## config.mk

```make
export PLATFORM = sky130hd
export DESIGN_NAME = beep_step_sequencer_unit_flat
export DESIGN_NICKNAME = d
export VERILOG_FILES = /design/src/rtl/core/bss_pkg.sv /design/src/rtl/core/bss_step_if.sv /design/src/rtl/core/beep_step_sequencer_unit.sv /design/src/flat_wrapper.sv
export SDC_FILE = /design/constraint.sdc
export NUM_CORES = 1
export LEC_CHECK = 0
export BUFFER_PORTS_ARGS = -buffer_cell sky130_fd_sc_hd__buf_2
export CAP_MARGIN = 15
export CELL_PAD_IN_SITES_DETAIL_PLACEMENT = 1
export CELL_PAD_IN_SITES_GLOBAL_PLACEMENT = 1
export CORE_AREA = 2 2 193 195
export CTS_CLUSTER_SIZE = 20
export DETAILED_ROUTE_END_ITERATION = 8
export DIE_AREA = 0 0 195 197
export PLACE_DENSITY_LB_ADDON = 0.1
export SYNTH_ARGS = -nofsm -noshare
export SYNTH_HDL_FRONTEND = slang
export SYNTH_SLANG_ARGS = --single-unit
```

## constraint.sdc

```tcl
create_clock -name clk -period 6.9 [get_ports clk]
set_input_delay 1.38 -clock clk [delete_from_list [all_inputs] [get_ports clk]]
set_output_delay 1.38 -clock clk [all_outputs]
set_load 0.02 [all_outputs]
```

## src/rtl/core/bss_pkg.sv

```systemverilog
// bss_pkg: shared types for the beep step sequencer.
// Holds the step and result word layouts and the sequencer state enum.
// No dependencies.
package bss_pkg;

	localparam int unsigned FREQ_W  = 16;
	localparam int unsigned MS_W    = 16;
	localparam int unsigned COUNT_W = 4;

	localparam logic REQ_TICK = 1'b0;
	localparam logic REQ_STEP = 1'b1;

	typedef struct packed {
		logic              req_type;
		logic [FREQ_W-1:0] step_freq;
		logic [MS_W-1:0]   step_ms;
		logic              first_step;
		logic              last_step;
	} step_word_t;

	typedef struct packed {
		logic [FREQ_W-1:0]  tone_freq;
		logic               playing;
		logic               step_dropped;
		logic [COUNT_W-1:0] queue_count;
	} result_word_t;

	typedef struct packed {
		logic [FREQ_W-1:0] freq;
		logic [MS_W-1:0]   ms;
	} queue_entry_t;

	typedef enum logic [1:0] {
		ST_IDLE,
		ST_READ,
		ST_LOAD
	} seq_state_t;

endpackage

```

## src/rtl/core/bss_step_if.sv

```systemverilog
// bss_step_if / bss_result_if: valid/ready channels of the sequencer.
// Depends on bss_pkg for the word layouts.
interface bss_step_if;
	import bss_pkg::*;
	logic       valid;
	logic       ready;
	step_word_t data;
	modport source (output valid, output data, input ready);
	modport sink   (input valid, input data, output ready);
endinterface

interface bss_result_if;
	import bss_pkg::*;
	logic         valid;
	logic         ready;
	result_word_t data;
	modport source (output valid, output data, input ready);
	modport sink   (input valid, input data, output ready);
endinterface

```

## src/rtl/core/beep_step_sequencer_unit.sv

```systemverilog
// beep_step_sequencer_unit: tone step sequencer with a ring queue in a memory.
// Depends on bss_pkg and the channel interfaces in bss_step_if.sv.
//
// Usage: step_in carries either a 1 ms tick or a step entry (frequency,
// duration, first and last marks); every accepted word yields exactly one
// word on result_out with the tone now driven, the playing flag, the drop
// flag of that entry and the number of queued steps.
// The queue holds QUEUE_DEPTH-1 steps in a synchronous one-port-write,
// one-port-read memory whose read data is registered.
// Timing: a word that does not start a queued step is answered in the cycle
// after acceptance. A word that starts the head step (a last mark, or a tick
// that ends the current step, with steps waiting) goes through ST_READ and
// ST_LOAD: the head read is issued the cycle after the queue write, its data
// is loaded the cycle after that and the result is registered from it.
// Throughput: one word per cycle when no head step starts and the receiver
// takes each result; step_in is not ready while the head is read and loaded.
// Reset: indices, countdown and tone clear, queue contents stay undefined.
// A stalled receiver holds the result register; step_in stays ready in ST_IDLE
// while the result is taken in the same cycle.
module beep_step_sequencer_unit #(
	parameter int unsigned QUEUE_DEPTH = 12
) (
	input  logic clk,
	input  logic arst_n,
	bss_step_if.sink     step_in,
	bss_result_if.source result_out
);
	import bss_pkg::*;

	localparam int unsigned IW = (QUEUE_DEPTH > 1) ? $clog2(QUEUE_DEPTH) : 1;
	localparam int unsigned CW = (IW > COUNT_W) ? IW : COUNT_W;
	localparam logic [IW-1:0] LAST_IDX = IW'(QUEUE_DEPTH - 1);
	localparam logic [IW:0]   DEPTH_W  = (IW+1)'(QUEUE_DEPTH);

	function automatic logic [IW-1:0] next_slot(input logic [IW-1:0] i);
		return (i == LAST_IDX) ? '0 : i + 1'b1;
	endfunction

	function automatic logic [COUNT_W-1:0] fill_count(input logic [IW-1:0] r,
	                                                   input logic [IW-1:0] w);
		logic [IW:0] diff;
		logic [CW-1:0] ext;
		diff = (w >= r) ? ({1'b0, w} - {1'b0, r}) : ({1'b0, w} + DEPTH_W - {1'b0, r});
		ext  = CW'(diff[IW-1:0]);
		return ext[COUNT_W-1:0];
	endfunction

	queue_entry_t mem [QUEUE_DEPTH];
	queue_entry_t rdata_q;

	seq_state_t        state_q, state_d;
	logic [IW-1:0]     rd_idx_q, wr_idx_q;
	logic [MS_W-1:0]   rem_q;
	logic              snd_q;
	logic [FREQ_W-1:0] tone_q;
	logic              dropped_q;
	logic              out_valid_q;
	result_word_t      out_q;

	logic              in_ready, mem_re, acc;
	logic [IW-1:0]     n_rd, n_wr, ld_rd, wr_sel;
	logic [MS_W-1:0]   n_rem;
	logic              n_snd, n_dropped, we, start, head;
	logic [FREQ_W-1:0] n_tone;

	assign acc = step_in.valid && in_ready;

	always_comb begin
		n_rd      = rd_idx_q;
		n_wr      = wr_idx_q;
		n_rem     = rem_q;
		n_snd     = snd_q;
		n_tone    = tone_q;
		n_dropped = 1'b0;
		we        = 1'b0;
		start     = 1'b0;
		head      = 1'b0;
		if (step_in.data.req_type == REQ_TICK) begin
			if (snd_q) begin
				if (rem_q > MS_W'(1)) begin
					n_rem = rem_q - 1'b1;
				end else begin
					n_rem  = '0;
					n_tone = '0;
					start  = 1'b1;
				end
			end
		end else begin
			if (step_in.data.first_step) begin
				n_tone = '0;
				n_rd   = '0;
				n_wr   = '0;
				n_snd  = 1'b0;
				n_rem  = '0;
			end
			if (next_slot(n_wr) == n_rd) begin
				n_dropped = 1'b1;
			end else begin
				we   = 1'b1;
				n_wr = next_slot(n_wr);
			end
			start = step_in.data.last_step;
		end
		if (start) begin
			if (n_rd == n_wr) begin
				n_snd  = 1'b0;
				n_tone = '0;
				n_rem  = '0;
			end else begin
				head = 1'b1;
			end
		end
	end

	assign ld_rd  = next_slot(rd_idx_q);
	assign wr_sel = step_in.data.first_step ? '0 : wr_idx_q;

	always_comb begin
		state_d = state_q;
		case (state_q)
			ST_IDLE: if (acc && head) state_d = ST_READ;
			ST_READ: state_d = ST_LOAD;
			ST_LOAD: state_d = ST_IDLE;
			default: state_d = ST_IDLE;
		endcase
	end

	always_comb begin
		in_ready = 1'b0;
		mem_re   = 1'b0;
		case (state_q)
			ST_IDLE: in_ready = !out_valid_q || result_out.ready;
			ST_READ: mem_re   = 1'b1;
			default: ;
		endcase
	end

	always_ff @(posedge clk) begin
		if (acc && we) mem[wr_sel] <= '{freq: step_in.data.step_freq,
		                                ms: step_in.data.step_ms};
		if (mem_re) rdata_q <= mem[rd_idx_q];
	end

	always_ff @(posedge clk or negedge arst_n) begin
		if (!arst_n) begin
			state_q     <= ST_IDLE;
			rd_idx_q    <= '0;
			wr_idx_q    <= '0;
			rem_q       <= '0;
			snd_q       <= 1'b0;
			tone_q      <= '0;
			dropped_q   <= 1'b0;
			out_valid_q <= 1'b0;
		end else begin
			state_q <= state_d;
			if ((acc && !head) || state_q == ST_LOAD) out_valid_q <= 1'b1;
			else if (result_out.ready) out_valid_q <= 1'b0;
			if (acc) begin
				rd_idx_q  <= n_rd;
				wr_idx_q  <= n_wr;
				rem_q     <= n_rem;
				snd_q     <= n_snd;
				tone_q    <= n_tone;
				dropped_q <= n_dropped;
			end
			if (state_q == ST_LOAD) begin
				rd_idx_q    <= ld_rd;
				tone_q      <= rdata_q.freq;
				rem_q       <= rdata_q.ms;
				snd_q       <= 1'b1;
			end
		end
	end

	always_ff @(posedge clk) begin
		if (acc && !head) begin
			out_q.tone_freq    <= n_tone;
			out_q.playing      <= n_snd || (n_rd != n_wr);
			out_q.step_dropped <= n_dropped;
			out_q.queue_count  <= fill_count(n_rd, n_wr);
		end else if (state_q == ST_LOAD) begin
			out_q.tone_freq    <= rdata_q.freq;
			out_q.playing      <= 1'b1;
			out_q.step_dropped <= dropped_q;
			out_q.queue_count  <= fill_count(ld_rd, wr_idx_q);
		end
	end

	assign step_in.ready    = in_ready;
	assign result_out.valid = out_valid_q;
	assign result_out.data  = out_q;

endmodule

```

## src/flat_wrapper.sv

```systemverilog
// flat-port wrapper written by rule: the top's interface ports become plain ports
module beep_step_sequencer_unit_flat import bss_pkg::*;
#(
	parameter int unsigned QUEUE_DEPTH = 12
)
  (clk, arst_n, step_in_valid, step_in_data, step_in_ready, result_out_valid, result_out_data, result_out_ready);
  bss_step_if step_in_i ();
  bss_result_if result_out_i ();
  input  logic clk;
  input  logic arst_n;
  input wire logic [$bits(step_in_i.valid)-1:0] step_in_valid;
  input wire logic [$bits(step_in_i.data)-1:0] step_in_data;
  output wire logic [$bits(step_in_i.ready)-1:0] step_in_ready;
  output wire logic [$bits(result_out_i.valid)-1:0] result_out_valid;
  output wire logic [$bits(result_out_i.data)-1:0] result_out_data;
  input wire logic [$bits(result_out_i.ready)-1:0] result_out_ready;
  assign step_in_i.valid = step_in_valid;
  assign step_in_i.data = step_in_data;
  assign step_in_ready = step_in_i.ready;
  assign result_out_valid = result_out_i.valid;
  assign result_out_data = result_out_i.data;
  assign result_out_i.ready = result_out_ready;
  beep_step_sequencer_unit #(.QUEUE_DEPTH(QUEUE_DEPTH)) u_core (.clk(clk), .arst_n(arst_n), .step_in(step_in_i), .result_out(result_out_i));
endmodule
```

==> reports/qor.csv, run 1 <==
stage;metric;value;unit
run_status;outcome;completed;
drt;DRT Pass-1 Iters;5;
yosys;post-synth top area share;67.52;%
cts;CTS root buffer;clkbuf_16;
setup_path;CP Data Required Time;7.02;ns
floorplan;Initial Utilization;53.72;%
timing;Hold Violations, Final;0;
yosys;Ys Warns;0;
floorplan;die area;38420;um2
yosys;Cell Area, Synth;19480;um2
setup_path;max incr delay on CP;0.58;ns
grt;total grt overflow;0;
drt;Final ANT Viol Nets;0;
timing;Tmin final;5.157;ns
setup_path;critical path data arrival time;5.27;ns
timing;pins over their slew limit;0;
yosys;Yosys reg bits;483;
power;VDD IR max;0.0002070;V
final_layout;share of cells above drive strength 1;24.55;%
cts;postcts setup bufs;0;
final_layout;commonest non-fill, non-tap cells in the layout;438 x edfxtp_1, 96 x mux4_2, 62 x buf_2, 54 x nand2_1, 50 x clkbuf_16;
power;Power Density;380.0;nW/um2
grt;number of global-route vias before repair;10859;
yosys;Netlist cell types;59;
timing;max_slew headroom;26.82;%
setup_path;kind of critical path;in -> reg;
yosys;syn nets;1099;
setup_path;Worst Path Max Fanout;23;
place;DP Cell Count;1536;
floorplan;DIE HEIGHT;197;um
drt;via count;9977;
yosys;Post-synth top flop;edfxtp_1;
place;dpl ws;1.155;ns
flow_run;max-cap viol count;0;
final_layout;Finished Core Util;60.51;%
yosys;EDFF count, synth;438;
timing;WHS;0.4890;ns
setup_path;crit-path cells;buf_2, nand2b_1, inv_1, ha_1, or4b_2, nand4_1, a2111o_1, o21ai_1, mux2_2, ha_1, nand4_1, nor2_1, a31oi_2, buf_4, nand2_1;
cts;maximum clock path buffer count;3;
setup_path;Worst R2R Start;u_core.wr_idx_q[1]$_DFFE_PN0P_;
yosys;largest cells by area after synthesis;edfxtp_1 68%, mux4_2 11%, dfrtp_1 5.8%, mux2i_1 2.0%, a22o_1 1.5%;
timing;maximum clock rate;0.1939;GHz
setup_path;cell family with most CP delay;simple AND/OR/NAND/NOR gates;
yosys;Async S/R FF share, synth;9.317;%
worst_hold_path;Hold Path Origin;u_core.rdata_q[2]$_DFFE_PN_;
setup_path;CP startpoint kind;input pin;
floorplan;core footprint;36260;um2
final_layout;commonest non-fill, non-tap cell in the layout;edfxtp_1;
place;PortBufs;62;
yosys;Synth Area per Inst;18.80;um2
setup_path;CP Capture Type;register;
timing;Tcrit/Tclk final;74.74;%
final_layout;Layout Area Growth over Synthesis;12.63;%
final_layout;Final #Nets;1185;
cts;Skew-Pair Late Insertion Delay;0.58;ns
power;Leakage;7.174;nW
cts;CTS Hold Bufs;0;
cts;clock slew at reported path FFs;0.06;ns
drt;vias per cell;6.121;
worst_hold_path;HP Class;reg -> reg;
cts;CTS tree;yes;
timing;worst setup margin;1.743;ns
timing;Worst Skew;0.01189;ns
cts;Sinks on Clock Net;483;
cts;Resized cells post-CTS;0;
place;routability-driven placement congestion ratio;0.8181;
drt;Total Wirelength;42440;um
grt;pin count of the biggest net entering global routing;69;
timing;final setup violation count;0;
timing;worst-margin pin slew;1.095;ns
yosys;Synth Instances;1036;
drt;First DRT Iteration DRCs;671;
final_layout;Non-Filler Instances;1630;
yosys;sequential share of the synthesized area;73.30;%
grt;Total GRT Usage;22.98;%
drt;routed len/inst;26.03;um
cts;TritonCTS Buffers;50;
floorplan;# rows;70;
floorplan;DIE WIDTH;195;um
grt;antenna violations before repair;3;
timing;setup_tns;0;ns
setup_path;Worst path slowest cell;nand2_1;
setup_path;crit path from;step_in_data[1];
timing;RSZ-0062 raised after global routing;false;
grt;first-pass GRT wire length;65720;um
yosys;post-synthesis cell type with the largest combined area;edfxtp_1;
floorplan;IO Pins;63;
setup_path;crit path buf inv count;3;
cts;Max H-tree Level;2;
place;HPWL after DPL;23930;um
drt;DRC violations left;0;
## report_power, final
part           total, mW  internal, mW  switching (mW)
combinational       2.16         0.997            1.17
sequential          3.73          3.49           0.238
clock               2.44          1.36            1.09
## metal layers
metal	wire length [um]	track usage, %
met3	1858	3.987
met1	18680	32.04
met5	14	0
met4	1102	7.125
met2	20780	37.58
## synthesized netlist by cell type (14+ instances only)
master and number:
ha_1 18, mux2i_1 39, clkbuf_1 36, nand2_1 54
buf_1 15, a22o_1 33, edfxtp_1 438, dfrtp_1 45
nand2b_1 14, o21ai_0 50, nor2_1 20, mux4_2 96
inv_1 18, a22oi_1 15
## registers in the layout, indices dropped and copies added (netlist names), 2 cells and up
name / flops
u_core.mem: 384
u_core.tone_q: 16
u_core.result_out.data: 22
u_core.wr_idx_q: 4
u_core.rd_idx_q: 4
u_core.rdata_q: 32
u_core.rem_q: 16
u_core.state_q: 2
## final timing paths
path	endpoint	slack (ns)	depth (start not counted)
max	u_core.result_out.data[1]$_DFFE_PP_	1.74	15
min in group asynchronous	u_core.wr_idx_q[3]$_DFFE_PN0P_	0.91	2
max in group asynchronous	u_core.rd_idx_q[0]$_DFFE_PN0P_	5.50	2
min	u_core.rem_q[2]$_DFFE_PN0P_	0.49	2
max reg2reg	u_core.result_out.data[1]$_DFFE_PP_	2.32	14
min reg2reg	u_core.rem_q[2]$_DFFE_PN0P_	0.49	2
## worst min-delay path: cells and delay by family (launching register included)
| family | cells | cell delay [ns] |
|---|---|---|
| flip-flops | 1 | 0.32 |
| AO/OA/AOI/OAI | 2 | 0.13 |
## kinds of logic after synthesis
kind of cell | Yosys count | share of synthesized area [%]
DFF | 483 | 73.30
and+or+nand+nor | 153 | 4.098
muxes | 144 | 13.62
AOI/OAI and AO/OA | 143 | 5.036
buffers and inverters | 72 | 1.407
adders and majority gates | 24 | 1.773
xor gates and xnor gates | 17 | 0.7643
## through the flow
step / cell area, um2 / power [mW]
2_1_floorplan: 19480 / 5.296
5_1_grt: 21940 / 8.734
3_3_place_gp: 20440 / 5.890
3_5_place_dp: 20440 / 5.955
4_1_cts: 21900 / 8.408
6_report: 21940 / 8.338
## final cells by class
type,instances,area [um2]
Fill cell,3128,14320
Tap cell,468,585.6
Timing Repair Buffer,88,525.5
Clock buffer,57,1277
Clock inverter,34,187.7
Antenna cell,1,2.502
Multi-Input combinational cell,481,5004
Inverter,18,67.56
Sequential cell,483,14290
No activity file was read; power rests on OpenSTA's default activity.
==> inputs of run 2 (changes only) <==
--- a/config.mk
+++ b/config.mk
@@ -5,14 +5,15 @@
 export SDC_FILE = /design/constraint.sdc
 export NUM_CORES = 1
 export LEC_CHECK = 0
+export ABC_AREA = 1
 export BUFFER_PORTS_ARGS = -buffer_cell sky130_fd_sc_hd__buf_2
 export CAP_MARGIN = 15
 export CELL_PAD_IN_SITES_DETAIL_PLACEMENT = 1
 export CELL_PAD_IN_SITES_GLOBAL_PLACEMENT = 1
-export CORE_AREA = 2 2 193 195
+export CORE_AREA = 2 2 213 215
 export CTS_CLUSTER_SIZE = 20
 export DETAILED_ROUTE_END_ITERATION = 8
-export DIE_AREA = 0 0 195 197
+export DIE_AREA = 0 0 215 217
 export PLACE_DENSITY_LB_ADDON = 0.1
 export SYNTH_ARGS = -nofsm -noshare
 export SYNTH_HDL_FRONTEND = slang
==> constraint.sdc (replaced) <==
create_clock -name clk -period 4.7 [get_ports clk]
set_input_delay 0.94 -clock clk [delete_from_list [all_inputs] [get_ports clk]]
set_output_delay 0.94 -clock clk [all_outputs]
set_load 0.02 [all_outputs]
==> run 2 against run 1 <==
Against the previous run: clock power rose by 53%; count of clock-buffer cells in the layout rose by 15; routed wire length rose by 27%; worst setup slack got worse by 0.81 ns; via count rose by 32%; total power rose by 65%; hold slack got worse by 0.034 ns; core utilization fell by 9.4 points; combinational power rose by 110%.
==> reports/qor.csv, run 2 <==
stage;metric;value;unit
yosys;sequential share of the synthesized area;70.86;%
setup_path;kind of critical path;reg -> reg;
yosys;post-synthesis cell type with the largest combined area;edfxtp_1;
drt;vias per cell;5.565;
grt;Total GRT Usage;23.42;%
timing;Hold Violations, Final;0;
yosys;Yosys reg bits;483;
worst_hold_path;HP Class;in -> async;
cts;CTS tree;yes;
timing;final setup violation count;0;
yosys;Synth Instances;1657;
flow_run;max-cap viol count;0;
setup_path;crit-path cells;inv_1, nor2_2, inv_1, ha_1, xor2_1, nor2_1, a21boi_1, nand2_1, nand3_1, nand2_1, ha_1, nand4_1, nand2_2, nand2_2, buf_4, nand2_1, o21ai_0;
place;DP Cell Count;2261;
place;PortBufs;62;
setup_path;cell family with most CP delay;simple AND/OR/NAND/NOR gates;
power;VDD IR max;0.0004623;V
yosys;count leader, synth;edfxtp_1;
cts;Sinks on Clock Net;483;
final_layout;Final #Nets;1778;
grt;number of global-route vias before repair;13679;
timing;Tmin final;3.767;ns
final_layout;share of cells above drive strength 1;12.02;%
final_layout;max FFs per register;384;
floorplan;core footprint;44700;um2
setup_path;Worst Path Max Fanout;35;
cts;maximum clock path buffer count;3;
place;routability-driven placement congestion ratio;0.8485;
drt;Final ANT Viol Nets;0;
timing;max_slew headroom;26.32;%
drt;Total Wirelength;54030;um
drt;First DRT Iteration DRCs;1128;
drt;DRC violations left;0;
yosys;syn nets;1720;
drt;routed len/inst;22.91;um
timing;WHS;0.4549;ns
cts;clock slew at reported path FFs;0.06;ns
yosys;largest cells by area after synthesis;edfxtp_1 65%, o21ai_0 5.9%, dfrtp_1 5.6%, nor2_1 5.3%, nand2_1 3.7%;
final_layout;largest register by flop count;u_core.mem;
timing;RSZ-0062 raised after global routing;false;
yosys;Async S/R FF share, synth;9.317;%
yosys;Cell Area, Synth;20150;um2
timing;worst-margin pin slew;1.103;ns
final_layout;commonest non-fill, non-tap cells in the layout;438 x edfxtp_1, 272 x nor2_1, 237 x o21ai_0, 199 x nand2_1, 67 x o22ai_1;
yosys;EDFF count, synth;438;
yosys;top cells by count, synth;438 x edfxtp_1, 285 x nor2_1, 237 x o21ai_0;
power;Power Density;600.8;nW/um2
yosys;Synth Area per Inst;12.16;um2
cts;postcts setup bufs;0;
drt;DRT Pass-1 Iters;4;
timing;setup_tns;0;ns
setup_path;CP Capture Type;register;
timing;maximum clock rate;0.2654;GHz
grt;first-pass GRT wire length;83000;um
setup_path;CP startpoint kind;register;
timing;pins over their slew limit;0;
grt;total grt overflow;0;
yosys;Post-synth top flop;edfxtp_1;
floorplan;IO Pins;63;
final_layout;Non-Filler Instances;2358;
timing;Worst Skew;0.02739;ns
floorplan;DIE WIDTH;215;um
setup_path;cell repeated most along the worst path;nand2_1;
grt;antenna violations before repair;4;
final_layout;commonest non-fill, non-tap cell in the layout;edfxtp_1;
power;Leakage;7.994;nW
final_layout;Layout Area Growth over Synthesis;13.31;%
floorplan;# rows;78;
cts;CTS Hold Bufs;0;
yosys;Netlist cell types;48;
place;HPWL after DPL;30890;um
final_layout;fin area;22830;um2
setup_path;Worst path slowest cell;ha_1;
cts;TritonCTS Buffers;52;
setup_path;critical path data arrival time;4.09;ns
setup_path;CP Data Required Time;5.02;ns
cts;Max H-tree Level;2;
floorplan;Initial Utilization;45.08;%
run_status;outcome;completed;
floorplan;die area;46660;um2
drt;via count;13122;
cts;CTS root buffer;clkbuf_16;
timing;Tcrit/Tclk final;80.15;%
cts;Resized cells post-CTS;0;
floorplan;DIE HEIGHT;217;um
setup_path;crit path buf inv count;3;
yosys;post-synth top area share;65.27;%
yosys;Ys Warns;0;
cts;Skew-Pair Late Insertion Delay;0.62;ns
place;area post-placement;21280;um2
grt;pin count of the biggest net entering global routing;125;
setup_path;max incr delay on CP;0.44;ns
-- run 2: layer usage --
| metal | track usage (%) | vias to the layer above | wire, um |
|---|---|---|---|
| li1 | - | 6110 | - |
| met1 | 32.40 | 6696 | 25030 |
| met2 | 38.91 | 235 | 25890 |
| met3 | 3.620 | 79 | 2052 |
| met4 | 6.207 | 2 | 1050 |
| met5 | 0 | - | 13 |
-- run 2: area by class of cell --
type | instances | area, um2
Fill cell | 4679 | 21860
Sequential cell | 483 | 14290
Multi-Input combinational cell | 1019 | 5328
Clock buffer | 72 | 1398
Tap cell | 600 | 750.7
Timing Repair Buffer | 98 | 680.7
Inverter | 61 | 234.0
Clock inverter | 22 | 148.9
Antenna cell | 3 | 7.507
-- run 2: stage by stage --
| step | setup WS, ns | util (%) | total power [mW] |
|---|---|---|---|
| finish | 0.9328 | 51.08 | 13.72 |
| global route | 0.6388 | 51.07 | 14.54 |
| CTS | 0.9394 | 51.07 | 13.86 |
| detailed placement | 0.3741 | 47.61 | 10.09 |
| global placement | 0.5746 | 47.61 | 9.941 |
| floorplan | 0.6813 | - | 8.503 |
-- run 2: power by group --
part           switching (mW)  internal, mW
Sequential              0.264          5.20
Combinational            3.11          1.41
Clock                    1.66          2.08
-- run 2: kinds of logic (layout without fill, tap and decap cells) --
group,Yosys count,after routing,synth area share (%)
multiplexers,1,1,0.04967
adder cells (fa/ha/maj),24,24,1.714
AO/OA/AOI/OAI,412,412,11.87
other,0,3,0
buffers and inverters,155,253,3.191
XOR/XNOR,16,16,0.6954
AND/OR/NAND/NOR,566,566,11.62
flip-flops,483,483,70.86
-- run 2: path summary, 6_finish.rpt --
| path | endpoint | slack, ns | depth (start not counted) | start |
|---|---|---|---|---|
| min in group clk | u_core.rem_q[4]$_DFFE_PN0P_ | 0.47 | 2 | u_core.rdata_q[4]$_DFFE_PN_ |
| worst min register to register | u_core.rem_q[4]$_DFFE_PN0P_ | 0.47 | 2 | u_core.rdata_q[4]$_DFFE_PN_ |
| max in group asynchronous | u_core.rd_idx_q[0]$_DFFE_PN0P_ | 3.75 | 2 | arst_n |
| worst max-delay path | u_core.result_out.data[13]$_DFFE_PP_ | 0.93 | 17 | u_core.wr_idx_q[0]$_DFFE_PN0P_ |
| worst min-delay path | u_core.rem_q[15]$_DFFE_PN0P_ | 0.45 | 2 | arst_n |
| worst max register to register | u_core.result_out.data[13]$_DFFE_PP_ | 0.93 | 17 | u_core.wr_idx_q[0]$_DFFE_PN0P_ |
